File: config.mk
export PLATFORM = sky130hd
export DESIGN_NAME = subpiece_presence_tracker
export DESIGN_NICKNAME = d
export VERILOG_FILES = /design/src/design/spt_pkg.sv /design/src/design/spt_map_ram.sv /design/src/design/spt_ctrl.sv /design/src/design/subpiece_presence_tracker.sv
export VERILOG_INCLUDE_DIRS = /design/src /design/src/design
export SDC_FILE = /design/constraint.sdc
export NUM_CORES = 2
export LEC_CHECK = 0
export BUFFER_PORTS_ARGS = -buffer_cell sky130_fd_sc_hd__buf_2
export CAP_MARGIN = 20
export CORE_ASPECT_RATIO = 1.2
export CORE_MARGIN = 2
export CORE_UTILIZATION = 55
export CTS_CLUSTER_SIZE = 28
export DETAILED_ROUTE_END_ITERATION = 12
export PLACE_DENSITY = 0.71
export SETUP_SLACK_MARGIN = 0.5
export SKIP_CTS_REPAIR_TIMING = 1
export SYNTH_ARGS = -nofsm -noshare
export SYNTH_HDL_FRONTEND = slang
export SYNTH_SLANG_ARGS = --single-unit
File: constraint.sdc
create_clock -name clk -period 11 [get_ports clk]
set_clock_uncertainty 0.15 [all_clocks]
set_input_delay 1.65 -clock clk [delete_from_list [all_inputs] [get_ports clk]]
set_output_delay 1.65 -clock clk [all_outputs]
set_load 0.05 [all_outputs]
File: src/design/subpiece_presence_tracker_assert.svh
// assertion macros for the subpiece presence tracker, used by spt_ctrl
// no dependencies; included by the files that carry assertions
`ifndef SUBPIECE_PRESENCE_TRACKER_ASSERT_SVH
`define SUBPIECE_PRESENCE_TRACKER_ASSERT_SVH

// condition must hold in the same cycle
`define SPT_ASSERT_NOW(label, clk, rst, ante, cons) \
  label: assert property (@(posedge clk) disable iff (rst) (ante) |-> (cons)) \
    else $error("spt assertion failed in %m");

// condition must hold in the next cycle
`define SPT_ASSERT_NEXT(label, clk, rst, ante, cons) \
  label: assert property (@(posedge clk) disable iff (rst) (ante) |=> (cons)) \
    else $error("spt assertion failed in %m");

`endif

File: src/design/spt_pkg.sv
// shared types, constants and helpers for the subpiece presence tracker
// no dependencies
package spt_pkg;

  localparam int MAX_SUBPIECES_DEF       = 2048;
  localparam int SUBPIECES_PER_PIECE_DEF = 128;
  localparam int TOTAL_RESET             = 2048;

  localparam int TOTAL_W   = 12;
  localparam int SUB_W     = 11;
  localparam int PIECE_W   = 4;
  localparam int MODE_W    = 2;
  localparam int CALC_W    = 17;
  localparam int WORD_BITS = 64;
  localparam int BIT_W     = 6;

  typedef enum logic [MODE_W-1:0] {
    MODE_MARK  = 2'd0,
    MODE_TEST  = 2'd1,
    MODE_PIECE = 2'd2,
    MODE_FIND  = 2'd3
  } mode_t;

  typedef enum logic [1:0] {
    ST_CLEAR,
    ST_IDLE,
    ST_SCAN,
    ST_DONE
  } state_t;

  typedef struct packed {
    logic               range_error;
    logic [TOTAL_W-1:0] held_count;
    logic [SUB_W-1:0]   found_index;
    logic               found;
    logic               present;
    logic               mark_ok;
  } result_t;

  // position of the lowest set bit, 0 when none
  function automatic logic [BIT_W-1:0] lowest_set(input logic [WORD_BITS-1:0] v);
    logic [BIT_W-1:0] idx;
    idx = '0;
    for (int i = WORD_BITS - 1; i >= 0; i--) begin
      if (v[i]) begin
        idx = BIT_W'(i);
      end
    end
    return idx;
  endfunction

endpackage

File: src/design/spt_map_ram.sv
// presence map storage: one write port, one registered read port
// depends on spt_pkg for the word width
module spt_map_ram
  import spt_pkg::*;
#(
  parameter int DEPTH = 32,
  parameter int AW    = 5
) (
  input  logic                 clk,
  input  logic                 wr_en,
  input  logic [AW-1:0]        wr_addr,
  input  logic [WORD_BITS-1:0] wr_data,
  input  logic                 rd_en,
  input  logic [AW-1:0]        rd_addr,
  output logic [WORD_BITS-1:0] rd_data
);

  logic [WORD_BITS-1:0] mem [DEPTH];

  always_ff @(posedge clk) begin
    if (wr_en) begin
      mem[wr_addr] <= wr_data;
    end
  end

  always_ff @(posedge clk) begin
    if (rd_en) begin
      rd_data <= mem[rd_addr];
    end
  end

endmodule

File: src/design/spt_ctrl.sv
// request sequencer: range checks, word scan over the map, held count,
// clearing pass and output register; depends on spt_pkg and the assert header
`include "subpiece_presence_tracker_assert.svh"

module spt_ctrl
  import spt_pkg::*;
#(
  parameter int MAX_SUBPIECES       = MAX_SUBPIECES_DEF,
  parameter int SUBPIECES_PER_PIECE = SUBPIECES_PER_PIECE_DEF,
  parameter int WORDS               = (MAX_SUBPIECES + WORD_BITS - 1) / WORD_BITS,
  parameter int AW                  = (WORDS > 1) ? $clog2(WORDS) : 1
) (
  input  logic                 clk,
  input  logic                 rst,
  input  logic                 cfg_valid,
  output logic                 cfg_ready,
  input  logic [TOTAL_W-1:0]   cfg_data,
  input  logic                 in_valid,
  output logic                 in_ready,
  input  mode_t                in_mode,
  input  logic [SUB_W-1:0]     in_sub,
  input  logic [PIECE_W-1:0]   in_piece,
  output logic                 out_valid,
  input  logic                 out_ready,
  output result_t              out_res,
  output logic                 ram_wr_en,
  output logic [AW-1:0]        ram_wr_addr,
  output logic [WORD_BITS-1:0] ram_wr_data,
  output logic                 ram_rd_en,
  output logic [AW-1:0]        ram_rd_addr,
  input  logic [WORD_BITS-1:0] ram_rd_data
);

  localparam int POS_W = AW + BIT_W;
  localparam logic [CALC_W-1:0] MAX_C = CALC_W'(MAX_SUBPIECES);
  localparam logic [CALC_W-1:0] SPP_C = CALC_W'(SUBPIECES_PER_PIECE);
  localparam logic [TOTAL_W-1:0] TOTAL_INIT =
    TOTAL_W'((MAX_SUBPIECES < TOTAL_RESET) ? MAX_SUBPIECES : TOTAL_RESET);
  localparam logic [AW-1:0] LAST_ADDR = AW'(WORDS - 1);

  state_t state, state_next;

  logic [AW-1:0]      clr_addr;
  logic [TOTAL_W-1:0] eff_total;
  logic [TOTAL_W-1:0] held_total;
  mode_t              op_mode;
  logic [POS_W-1:0]   start_pos;
  logic [POS_W-1:0]   last_pos;
  logic [AW-1:0]      issue_word;
  logic               issue_more;
  logic [AW-1:0]      ev_word;
  logic               pend;
  result_t            res;
  result_t            res_init;
  result_t            res_out;

  logic cfg_take;
  logic in_take;
  logic out_load;

  // request decode
  logic [CALC_W-1:0]  tot_c;
  logic [CALC_W-1:0]  sub_c;
  logic [CALC_W-1:0]  piece_first;
  logic [CALC_W-1:0]  piece_end_raw;
  logic [CALC_W-1:0]  piece_end;
  logic [CALC_W-1:0]  req_first;
  logic [CALC_W-1:0]  req_last;
  logic               req_err;
  logic [TOTAL_W-1:0] cfg_total;

  // word evaluation
  logic [AW-1:0]        start_word;
  logic [AW-1:0]        last_word;
  logic [BIT_W-1:0]     lo_bit;
  logic [BIT_W-1:0]     hi_bit;
  logic [WORD_BITS-1:0] mask;
  logic [WORD_BITS-1:0] miss;
  logic                 ev_last;
  logic                 ev_done;
  logic                 ev_write;
  logic                 ev_present;
  logic                 ev_found;

  assign cfg_take = cfg_valid && cfg_ready;
  assign in_take  = in_valid && in_ready;

  // a total of zero acts as one, above the map size it saturates
  always_comb begin
    cfg_total = cfg_data;
    if (cfg_data == '0) begin
      cfg_total = TOTAL_W'(1);
    end else if (CALC_W'(cfg_data) > MAX_C) begin
      cfg_total = TOTAL_W'(MAX_SUBPIECES);
    end
  end

  always_comb begin
    tot_c         = CALC_W'(eff_total);
    sub_c         = CALC_W'(in_sub);
    piece_first   = CALC_W'(in_piece) * SPP_C;
    piece_end_raw = piece_first + SPP_C;
    piece_end     = (piece_end_raw > tot_c) ? tot_c : piece_end_raw;
    case (in_mode)
      MODE_PIECE: begin
        req_err   = piece_first >= tot_c;
        req_first = piece_first;
        req_last  = piece_end - CALC_W'(1);
      end
      MODE_FIND: begin
        req_err   = sub_c >= tot_c;
        req_first = sub_c;
        req_last  = tot_c - CALC_W'(1);
      end
      default: begin
        req_err   = sub_c >= tot_c;
        req_first = sub_c;
        req_last  = sub_c;
      end
    endcase
  end

  assign start_word = start_pos[POS_W-1:BIT_W];
  assign last_word  = last_pos[POS_W-1:BIT_W];

  always_comb begin
    lo_bit  = (ev_word == start_word) ? start_pos[BIT_W-1:0] : '0;
    hi_bit  = (ev_word == last_word) ? last_pos[BIT_W-1:0] : {BIT_W{1'b1}};
    mask    = ({WORD_BITS{1'b1}} << lo_bit) &
              ({WORD_BITS{1'b1}} >> (BIT_W'(WORD_BITS - 1) - hi_bit));
    miss    = ~ram_rd_data & mask;
    ev_last = ev_word == last_word;
  end

  always_comb begin
    ev_done    = 1'b0;
    ev_write   = 1'b0;
    ev_present = 1'b0;
    ev_found   = 1'b0;
    if (state == ST_SCAN && pend) begin
      case (op_mode)
        MODE_MARK: begin
          ev_done  = 1'b1;
          ev_write = miss != '0;
        end
        MODE_TEST: begin
          ev_done    = 1'b1;
          ev_present = miss == '0;
        end
        MODE_PIECE: begin
          ev_done    = (miss != '0) || ev_last;
          ev_present = miss == '0;
        end
        MODE_FIND: begin
          ev_done  = (miss != '0) || ev_last;
          ev_found = miss != '0;
        end
        default: begin
          ev_done = 1'b1;
        end
      endcase
    end
  end

  assign out_load = state == ST_DONE && (!out_valid || out_ready);

  // next state
  always_comb begin
    state_next = state;
    case (state)
      ST_CLEAR: begin
        if (clr_addr == LAST_ADDR) begin
          state_next = ST_IDLE;
        end
      end
      ST_IDLE: begin
        if (in_take) begin
          state_next = req_err ? ST_DONE : ST_SCAN;
        end
      end
      ST_SCAN: begin
        if (ev_done) begin
          state_next = ST_DONE;
        end
      end
      ST_DONE: begin
        if (out_load) begin
          state_next = ST_IDLE;
        end
      end
      default: begin
        state_next = ST_CLEAR;
      end
    endcase
    if (cfg_take) begin
      state_next = ST_CLEAR;
    end
  end

  // outputs of the sequencer
  always_comb begin
    cfg_ready   = 1'b1;
    in_ready    = state == ST_IDLE;
    ram_rd_en   = state == ST_SCAN && issue_more;
    ram_rd_addr = issue_word;
    ram_wr_en   = 1'b0;
    ram_wr_addr = ev_word;
    ram_wr_data = ram_rd_data | (WORD_BITS'(1) << start_pos[BIT_W-1:0]);
    case (state)
      ST_CLEAR: begin
        ram_wr_en   = 1'b1;
        ram_wr_addr = clr_addr;
        ram_wr_data = '0;
      end
      ST_SCAN: begin
        ram_wr_en = ev_write;
      end
      default: begin
        ram_wr_en = 1'b0;
      end
    endcase
  end

  always_ff @(posedge clk) begin
    if (rst) begin
      state      <= ST_CLEAR;
      clr_addr   <= '0;
      eff_total  <= TOTAL_INIT;
      held_total <= '0;
      issue_more <= 1'b0;
      pend       <= 1'b0;
      out_valid  <= 1'b0;
    end else begin
      state <= state_next;

      if (cfg_take) begin
        clr_addr <= '0;
      end else if (state == ST_CLEAR) begin
        clr_addr <= clr_addr + AW'(1);
      end

      if (cfg_take) begin
        eff_total  <= cfg_total;
        held_total <= '0;
      end else if (ev_write) begin
        held_total <= held_total + TOTAL_W'(1);
      end

      if (in_take) begin
        issue_more <= ~req_err;
        pend       <= 1'b0;
      end else if (ram_rd_en) begin
        pend <= 1'b1;
        if (issue_word == last_word) begin
          issue_more <= 1'b0;
        end
      end else begin
        pend <= 1'b0;
      end

      if (out_load) begin
        out_valid <= 1'b1;
      end else if (out_ready) begin
        out_valid <= 1'b0;
      end
    end
  end

  // fresh result on accept, and the held count joins it on the way out
  always_comb begin
    res_init             = '0;
    res_init.range_error = req_err;
    res_out              = res;
    res_out.held_count   = held_total;
  end

  // request and result payload
  always_ff @(posedge clk) begin
    if (in_take) begin
      op_mode    <= in_mode;
      start_pos  <= req_first[POS_W-1:0];
      last_pos   <= req_last[POS_W-1:0];
      issue_word <= req_first[POS_W-1:BIT_W];
      res        <= res_init;
    end else begin
      if (ram_rd_en) begin
        ev_word    <= issue_word;
        issue_word <= issue_word + AW'(1);
      end
      if (ev_done) begin
        res.mark_ok <= ev_write;
        res.present <= ev_present;
        res.found   <= ev_found;
        if (ev_found) begin
          res.found_index <= SUB_W'({ev_word, lowest_set(miss)});
        end
      end
    end
    if (out_load) begin
      out_res <= res_out;
    end
  end

  `SPT_ASSERT_NOW(a_held_bound, clk, rst, 1'b1, held_total <= eff_total)
  `SPT_ASSERT_NEXT(a_mark_counts, clk, rst, state == ST_SCAN && ram_wr_en && !cfg_valid, held_total == $past(held_total) + TOTAL_W'(1))
  `SPT_ASSERT_NOW(a_err_clean, clk, rst, out_valid && out_res.range_error, !out_res.mark_ok && !out_res.present && !out_res.found)
  `SPT_ASSERT_NEXT(a_accept_moves, clk, rst, in_valid && in_ready && !cfg_valid, state == ST_SCAN || state == ST_DONE)

endmodule

File: src/design/subpiece_presence_tracker.sv
// Subpiece presence tracker, top level.
// Keeps a one-bit-per-subpiece map in a 64-bit-wide memory plus a held count.
// Request channel s_*: s_tuser carries the mode (mark, test subpiece, test
// piece complete, find next missing), s_tdata the subpiece and piece index.
// Result channel m_*: one result per request, in request order.
// Configuration channel cfg_*: writes total_subpieces and restarts the block,
// which clears the map and the held count.
// Map reads: a request whose index is out of range is answered without reading
// the map; otherwise the block reads map words, one per cycle on the memory
// read port: 1 for mark and test, SUBPIECES_PER_PIECE/64 at most when that
// divides evenly (2 by default) for the piece test and up to MAX_SUBPIECES/64
// rounded up (32 by default) for find-next.
// One request is worked on at a time; the next is taken once the current
// result has moved into the output register.
// After reset and after each configuration write a clearing pass zeroes the
// map, one word per cycle; no request is taken then.
// If m_tready stays low the result waits in the output register and one
// further request can be accepted and worked on behind it.
// Depends on spt_pkg, spt_map_ram and spt_ctrl.
module subpiece_presence_tracker
  import spt_pkg::*;
#(
  parameter int MAX_SUBPIECES       = MAX_SUBPIECES_DEF,
  parameter int SUBPIECES_PER_PIECE = SUBPIECES_PER_PIECE_DEF
) (
  input  logic        clk,
  input  logic        rst,
  input  logic        cfg_valid,
  output logic        cfg_ready,
  input  logic [11:0] cfg_data,   // total_subpieces
  input  logic        s_tvalid,
  output logic        s_tready,
  input  logic [15:0] s_tdata,    // sub_idx[10:0], pc_idx[14:11], zero pad
  input  logic [1:0]  s_tuser,    // mode[1:0]
  output logic        m_tvalid,
  input  logic        m_tready,
  output logic [31:0] m_tdata     // mark_ok, present, found, found_index[13:3],
                                  // held_count[25:14], range_error[26], zero pad
);

  localparam int WORDS = (MAX_SUBPIECES + WORD_BITS - 1) / WORD_BITS;
  localparam int AW    = (WORDS > 1) ? $clog2(WORDS) : 1;

  logic                 ram_wr_en;
  logic [AW-1:0]        ram_wr_addr;
  logic [WORD_BITS-1:0] ram_wr_data;
  logic                 ram_rd_en;
  logic [AW-1:0]        ram_rd_addr;
  logic [WORD_BITS-1:0] ram_rd_data;
  result_t              res;

  spt_map_ram #(
    .DEPTH (WORDS),
    .AW    (AW)
  ) u_map (
    .clk     (clk),
    .wr_en   (ram_wr_en),
    .wr_addr (ram_wr_addr),
    .wr_data (ram_wr_data),
    .rd_en   (ram_rd_en),
    .rd_addr (ram_rd_addr),
    .rd_data (ram_rd_data)
  );

  spt_ctrl #(
    .MAX_SUBPIECES       (MAX_SUBPIECES),
    .SUBPIECES_PER_PIECE (SUBPIECES_PER_PIECE),
    .WORDS               (WORDS),
    .AW                  (AW)
  ) u_ctrl (
    .clk         (clk),
    .rst         (rst),
    .cfg_valid   (cfg_valid),
    .cfg_ready   (cfg_ready),
    .cfg_data    (cfg_data),
    .in_valid    (s_tvalid),
    .in_ready    (s_tready),
    .in_mode     (mode_t'(s_tuser)),
    .in_sub      (s_tdata[10:0]),
    .in_piece    (s_tdata[14:11]),
    .out_valid   (m_tvalid),
    .out_ready   (m_tready),
    .out_res     (res),
    .ram_wr_en   (ram_wr_en),
    .ram_wr_addr (ram_wr_addr),
    .ram_wr_data (ram_wr_data),
    .ram_rd_en   (ram_rd_en),
    .ram_rd_addr (ram_rd_addr),
    .ram_rd_data (ram_rd_data)
  );

  assign m_tdata = {5'b0, res.range_error, res.held_count, res.found_index,
                    res.found, res.present, res.mark_ok};

endmodule
---- Word level (Yosys, flattened, before mapping) ----
Memories as Yosys holds them, arrays and structs flattened. A register that Yosys moved wholly into a read port is not among the register bits.
Cells that the tools add are included.
storage, ports and cells
  memories kept ........................... 1
  ROM bits ................................ 0
  bits in writable memories ............... 2048
  output and inout port bits .............. 35
  bits in registers ....................... 110
  bits in latches ......................... 0
operators by class
  $mul .................................... 0
  $add $sub $neg .......................... 7
  shifts and indexed selects .............. 3
  div/mod/pow operators ................... 0
  reduce and logical (&&, ||, !) cells .... 24
  equal/unequal tests ..................... 16
  multiplexer cells ....................... 99
  magnitude comparators ................... 4
  bitwise logic cells ..................... 6
memory list
  memory     depth  bits a word  rd ports  clocked after Yosys merged registers in  write ports  RTL line           RTL
  u_map.mem  32     64           1         1                                        1            spt_map_ram.sv:18  logic [WORD_BITS-1:0] mem [DEPTH];
operators with widths
  kind                                                                   number
  6-bit two-way mux                                                      66
  64-bit AND                                                             2
  64-bit zero test                                                       1
  64-bit two-way mux                                                     1
  64-bit inverter                                                        1
  64-bit bitwise OR                                                      1
  64-bit nonzero test                                                    1
  1-bit by 6-bit << shifter with 64-bit output (first input constant)    1
  64-bit by 6-bit << shifter with 64-bit output (first input constant)   1
  64-bit by 6-bit >> shifter with 64-bit output (first input constant)   1
  11-bit by 12-bit greater-or-equal comparator with 1-bit output         2
  12-bit two-way mux                                                     2
  11-bit two-way mux                                                     2
  11-bit case mux with 2 select lines                                    1
  11-bit by 1-bit subtractor with 11-bit output (second input constant)  2
  1-bit two-way mux                                                      17
  5-bit == test                                                          3
  5-bit two-way mux                                                      3
  11-bit by 8-bit adder with 12-bit output (second input constant)       1
  12-bit by 1-bit adder with 12-bit output (second input constant)       1
  2-bit == test (second input constant)                                  6
  12-bit > comparator                                                    1
  12-bit > comparator (second input constant)                            1
  12-bit zero test                                                       1
  other kinds (18)                                                       40

---- Logic depth before layout (Yosys ltp) ----
  depth in word-level cells ............... 70
  depth in mapped cells ................... 16

---- By module ----
From an unflattened synthesis, not the netlist that was laid out.
second synthesis, totals
  cell total of the unflattened synthesis .. 4251
  area, all modules ....................... 88712.6 um2
modules (own cells, without submodules)
  module                     times used  cells an instance  area each (um2)
  spt_map_ram                1           3096               79605.1
  spt_ctrl                   1           1149               9066.2
  subpiece_presence_tracker  1           6                  41.3

---- Least setup slack after synthesis ----
Ideal clock, no wire load.
  kind .................................... register to register
  start point ............................. reg u_ctrl.ev_word[2]
  end point ............................... mem u_map.mem[23][0], enable pin
  period minus slack after synthesis ...... 5.876 ns
  library setup time ...................... 0.486 ns
  cell stages (with the launch flop) ...... 13
  path slack .............................. 5.124 ns
  path buffers ............................ 2
  data required time ...................... 10.364 ns
  arrival time ............................ 5.240 ns
  path through ............................ edfxtp_1 > buf_4 > xor2_1 > nor2_1 > buf_6 > a31oi_1 > a22oi_1 > o211ai_1 > nor4b_4 > a41oi_2 > nand3_1 > o21a_1 > nor2_1
on the way
  longest elaborated chain between the ends .. 12
RTL lines
  element                                        RTL line           RTL
  start, declared                                spt_ctrl.sv:51     logic [AW-1:0] ev_word;
  start signal, assigned                         spt_ctrl.sv:287    ev_word <= issue_word;
  5-bit == test                                  spt_ctrl.sv:128    hi_bit = (ev_word == last_word) ? last_pos[BIT_W-1:0] : {BIT_W{1'b1}};
  6-bit two-way mux                              spt_ctrl.sv:128
  6-bit subtractor                               spt_ctrl.sv:130    ({WORD_BITS{1'b1}} >> (BIT_W'(WORD_BITS - 1) - hi_bit));
  64-bit by 6-bit >> shifter with 64-bit output  spt_ctrl.sv:130
  64-bit AND                                     spt_ctrl.sv:129    mask = ({WORD_BITS{1'b1}} << lo_bit) &
  64-bit AND                                     spt_ctrl.sv:131    miss = ~ram_rd_data & mask;
  64-bit nonzero test                            spt_ctrl.sv:144    ev_write = miss != '0;
  1-bit two-way mux                              spt_ctrl.sv:141    case (op_mode)
  1-bit two-way mux                              spt_ctrl.sv:140    if (state == ST_SCAN && pend) begin
  1-bit case mux with 2 select lines             spt_ctrl.sv:209    case (state)
  1-bit two-way mux                              spt_map_ram.sv:21  if (wr_en) begin
  1-bit two-way mux (not written as such)        spt_map_ram.sv:22  mem[wr_addr] <= wr_data;
  end, declared                                  spt_map_ram.sv:18
Parallel ways exist; a longest one is shown, timed or not.

---- Worst setup path after layout ----
  start point ............................. reg u_ctrl.start_pos[1]
  end point ............................... mem u_map.mem[2][40], enable pin
on the way
  longest elaborated chain between the ends .. 10
RTL lines
  element                                        RTL line           RTL
  start, declared                                spt_ctrl.sv:47     logic [POS_W-1:0] start_pos;
  start signal, assigned                         spt_ctrl.sv:281    start_pos <= req_first[POS_W-1:0];
  6-bit two-way mux                              spt_ctrl.sv:127    lo_bit = (ev_word == start_word) ? start_pos[BIT_W-1:0] : '0;
  64-bit by 6-bit << shifter with 64-bit output  spt_ctrl.sv:129
  64-bit AND                                     spt_ctrl.sv:129
  64-bit AND                                     spt_ctrl.sv:131
  64-bit nonzero test                            spt_ctrl.sv:144
  1-bit two-way mux                              spt_ctrl.sv:141
  1-bit two-way mux                              spt_ctrl.sv:140
  1-bit case mux with 2 select lines             spt_ctrl.sv:209
  1-bit two-way mux                              spt_map_ram.sv:21
  1-bit two-way mux (not written as such)        spt_map_ram.sv:22
Every way passes these cells.

==> impl_metrics.py <==
metrics = {
    "status": {
        "status": "finished clean",
    },
    "routing": {
        "routed_via_density": 6.69,
        "via_count": 44600,
        "drt-total-wl_um": 229000,
        "first_pass_iters": 7,
        "drt-initial-drc-count": 6005,
        "drc": 0,
        "routedWlPerCell_um": 34.3,
        "antenna_left": 0,
    },
    "floorplanning": {
        "start_util_pct": 55.3,
        "die-area_mm2": 0.164,
        "io_pins": 70,
        "num_rows": 161,
        "die_y_um": 444,
        "die_w_um": 370,
        "coreArea_mm2": 0.160,
    },
    "sta": {
        "maxSlewViolCount": 0,
        "rsz0062_at_grt": "no",
        "setup_violations": 0,
        "period_share_pct": 62.1,
        "setup_ws_ps": 4170,
        "worst_slew_pin_slew_ps": 1230,
        "fin_crit_ps": 6830,
        "fmax_mhz": 146,
        "slew_headroom_pct": 17.7,
        "setup_tns_ps": 0,
        "timing_hold_violations_final": 0,
    },
    "final_layout": {
        "final_layout_size_suffix_gt1_share_pct": 29.1,
        "nets": 4455,
        "design_area_mm2": 0.0985,
        "layout.cells.non_filler": 6662,
        "syn2layout_area_growth_pct": 11.2,
        "fill_cells": 10800,
    },
    "place": {
        "dp_hpwl_um": 120000,
        "gp_congestion": 0.997,
        "dpl_cell_area_mm2": 0.0921,
        "dp_slack_ps": 4390,
        "dp.cells": 6287,
        "io_buffer_count": 62,
    },
    "yosys": {
        "synth_area_mm2": 0.0885,
        "synth-edff-count": 2174,
        "synth_top_family_by_area": "multiplexers",
        "synth_mux_area_share_pct": 17.3,
        "synth_xor_area_share_pct": 0.415,
        "synth_cell_types": 86,
        "synth-main-ff-cell": "edfxtp_1",
        "synth-compound-area-share_pct": 2.74,
        "ys_async_sr_fraction_pct": 0,
        "synth-simple-area-share_pct": 2.93,
        "yosysSeqAreaShare_pct": 74.8,
        "yosysWarnings": 0,
        "ys_ff_latch": 2222,
        "synth-adder-area-share_pct": 0.466,
        "postSynthCellCount": 4191,
        "syn_avg_cell_area_um2": 21.1,
    },
    "clock_network": {
        "ctsLongestPathBuffers": 3,
        "cts_tree": "done",
        "numClockSinks": 2222,
        "cts_buffers": 195,
        "path_clk_slew_ps": 70,
        "cts_root_buffer": "clkbuf_16",
        "worstSkewPairLatency_ps": 860,
        "h-tree-depth": 4,
    },
    "power": {
        "fin_total_pwr_mw": 15.9,
        "p_leak_nw": 28.0,
        "p_per_area_mw_per_mm2": 162,
        "ir_drop_v": 0.000143,
    },
    "critical_path": {
        "crit_chain": "nand2_1 -> nor2_1 -> a31oi_1 -> a2bb2oi_1 -> nand3_1 -> nor4b_2 -> a41oi_2 -> buf_4 -> a32oi_2 -> nor2_4 -> buf_4 -> buf_4",
        "max_stage_delay_ps": 940,
        "cp_max_fo": 30,
        "cp_top_family": "simple AND/OR/NAND/NOR gates",
        "crit_top_cell": "buf_4",
        "crit_path_top_delay_cell": "a32oi_2",
        "rr_worst_depth": 12,
        "start_kind": "flip-flop",
        "r2r-start": "u_ctrl.start_pos[1]",
        "crit_type": "flip-flop to flip-flop",
        "cp-startpoint": "u_ctrl.start_pos[1]",
        "crit_buf_inv": 3,
        "critPathCaptureType": "flip-flop",
        "arrival_ps": 7150,
        "critical_path_required_ps": 11320,
        "r2r_end": "u_map.mem[2][40]",
        "rrSetupSlack_ps": 4170,
    },
    "global_routing": {
        "grt_max_degree": 150,
        "grt_pass1_vias": 44200,
        "antenna_found_initial": 3,
        "globalRouteTotalUtil_pct": 28.2,
        "grt_overflow": 0,
        "grt_pass1_wl_um": 325000,
    },
    "min_path": {
        "hold_class": "flip-flop to flip-flop",
        "holdPathEnd": "u_ctrl.out_res[26]",
        "holdPathStages": 0,
        "min_from": "u_ctrl.res[26]",
    },
    "job": {
        "max-cap-violations": 0,
    },
}
-- report_power, final --
part	internal, mW	switching (mW)
clock network	3.59	2.99
registers	9.19	0.0130
logic	0.0504	0.0932
-- cell usage in the layout, fill, tap and decap left out, drive strengths merged, types with 7 or more instances in the layout --
cell      instances
or3              11
o21ai            64
nor3             31
ha               33
a22oi            11
o22ai            11
mux2i            12
o211ai           13
bufinv           13
and2             24
a31o              9
clkinv           83
nor2b            13
nor2            180
or2              12
nand3            45
xnor2            25
o21a              7
nand4            22
clkinvlp         13
mux2             72
xor2             17
and3             16
nand2b           21
dfxtp            48
a221o            11
nand2           115
o31ai            10
clkbuf          234
nor4             10
a31oi            41
inv              58
buf             229
a21oi           101
a211o            10
a21o             16
mux4            640
edfxtp         2174
-- kinds of logic after synthesis --
kind of cell               count (synthesis)
xor gates and xnor gates                  42
adders and majority gates                 33
other                                      2
buffers and inverters                    284
and+or+nand+nor                          523
AOI/OAI and AO/OA                        361
muxes                                    724
DFF                                     2222
-- state kept, by name (all words and copies together), names as in the netlist, 2 cells and up --
| signal | cells |
|---|---|
| u_ctrl.clr_addr | 5 |
| u_ctrl.ram_rd_addr | 5 |
| u_ctrl.state | 2 |
| u_ctrl.eff_total | 12 |
| u_ctrl.out_res | 27 |
| u_ctrl.op_mode | 2 |
| u_ctrl.held_total | 12 |
| u_map.mem | 2048 |
| u_ctrl.last_pos | 11 |
| u_map.rd_data | 64 |
| u_ctrl.ev_word | 5 |
| u_ctrl.start_pos | 11 |
| u_ctrl.res | 15 |
-- stage by stage --
step / hold slack [ps] / utilization (%)
after CTS: 279 / 61.3
after global routing: 297 / 61.5
final: 277 / 61.5
after floorplan: 250 / -
after global placement: 256 / 57.5
after detailed placement: 263 / 57.5
-- how the worst max path moves through the flow --
| stage | to | cells after the start | slack [ps] |
|---|---|---|---|
| floorplan | u_map.mem[23][0] | 12 | 5120 |
| global placement | u_map.mem[2][9] | 12 | 4400 |
| detailed placement | u_map.mem[2][9] | 13 | 4390 |
| CTS | u_map.mem[2][33] | 13 | 4340 |
| global route | u_map.mem[2][44] | 13 | 4040 |
| finish | u_map.mem[2][40] | 12 | 4170 |
-- synthesized netlist by cell type, types with 6 or more instances --
cell type,instances,share of area (%)
xor2_1,17,0.17
a21oi_1,101,0.57
a211o_1,10,0.099
o31ai_1,9,0.076
o21a_1,7,0.059
nor2_1,170,0.72
a22oi_1,8,0.068
inv_1,49,0.21
mux4_2,640,16
a31oi_1,41,0.29
nor4_1,8,0.057
nand4_1,19,0.13
buf_1,39,0.17
nor2b_1,13,0.092
xnor2_1,25,0.25
o211ai_1,13,0.11
nor2_2,10,0.071
nand3_1,45,0.25
buf_4,9,0.076
edfxtp_1,2174,74
buf_2,9,0.051
a211oi_1,6,0.051
nand2_1,115,0.49
or2_2,11,0.078
a221oi_1,6,0.059
a21o_1,16,0.14
nor3_1,28,0.16
or3_1,10,0.071
o21ai_0,62,0.35
mux2i_1,12,0.14
mux2_2,72,0.92
nand2b_1,21,0.15
ha_1,33,0.47
clkbuf_1,172,0.73
and3_1,16,0.11
a221o_1,11,0.12
o21bai_1,6,0.051
o22ai_1,11,0.078
dfxtp_1,48,1.1
a31o_2,8,0.079
and2_1,24,0.17
-- final cells by class --
cell class	instances	area [um2]	area share, %
clock inverter	117	1000	1.01
inverter	50	190	0.193
sequential	2222	66200	67.3
tap	2119	2650	2.69
antenna	2	5.00	0.00508
timing repair buffer	229	1850	1.88
clock buffer	234	5070	5.15
multi-input combinational	1689	21500	21.8
-- routing by layer --
metal | vias up | global-route usage (%) | share of wire (%)
met1 | 23800 | 40.0 | 39
met4 | 0 | 10.9 | 4.1
met3 | 431 | 4.78 | 8.6
met5 | - | 0 | 0
li1 | 17900 | - | -
met2 | 2468 | 44.4 | 48
Power figures use the tool's default switching activity.
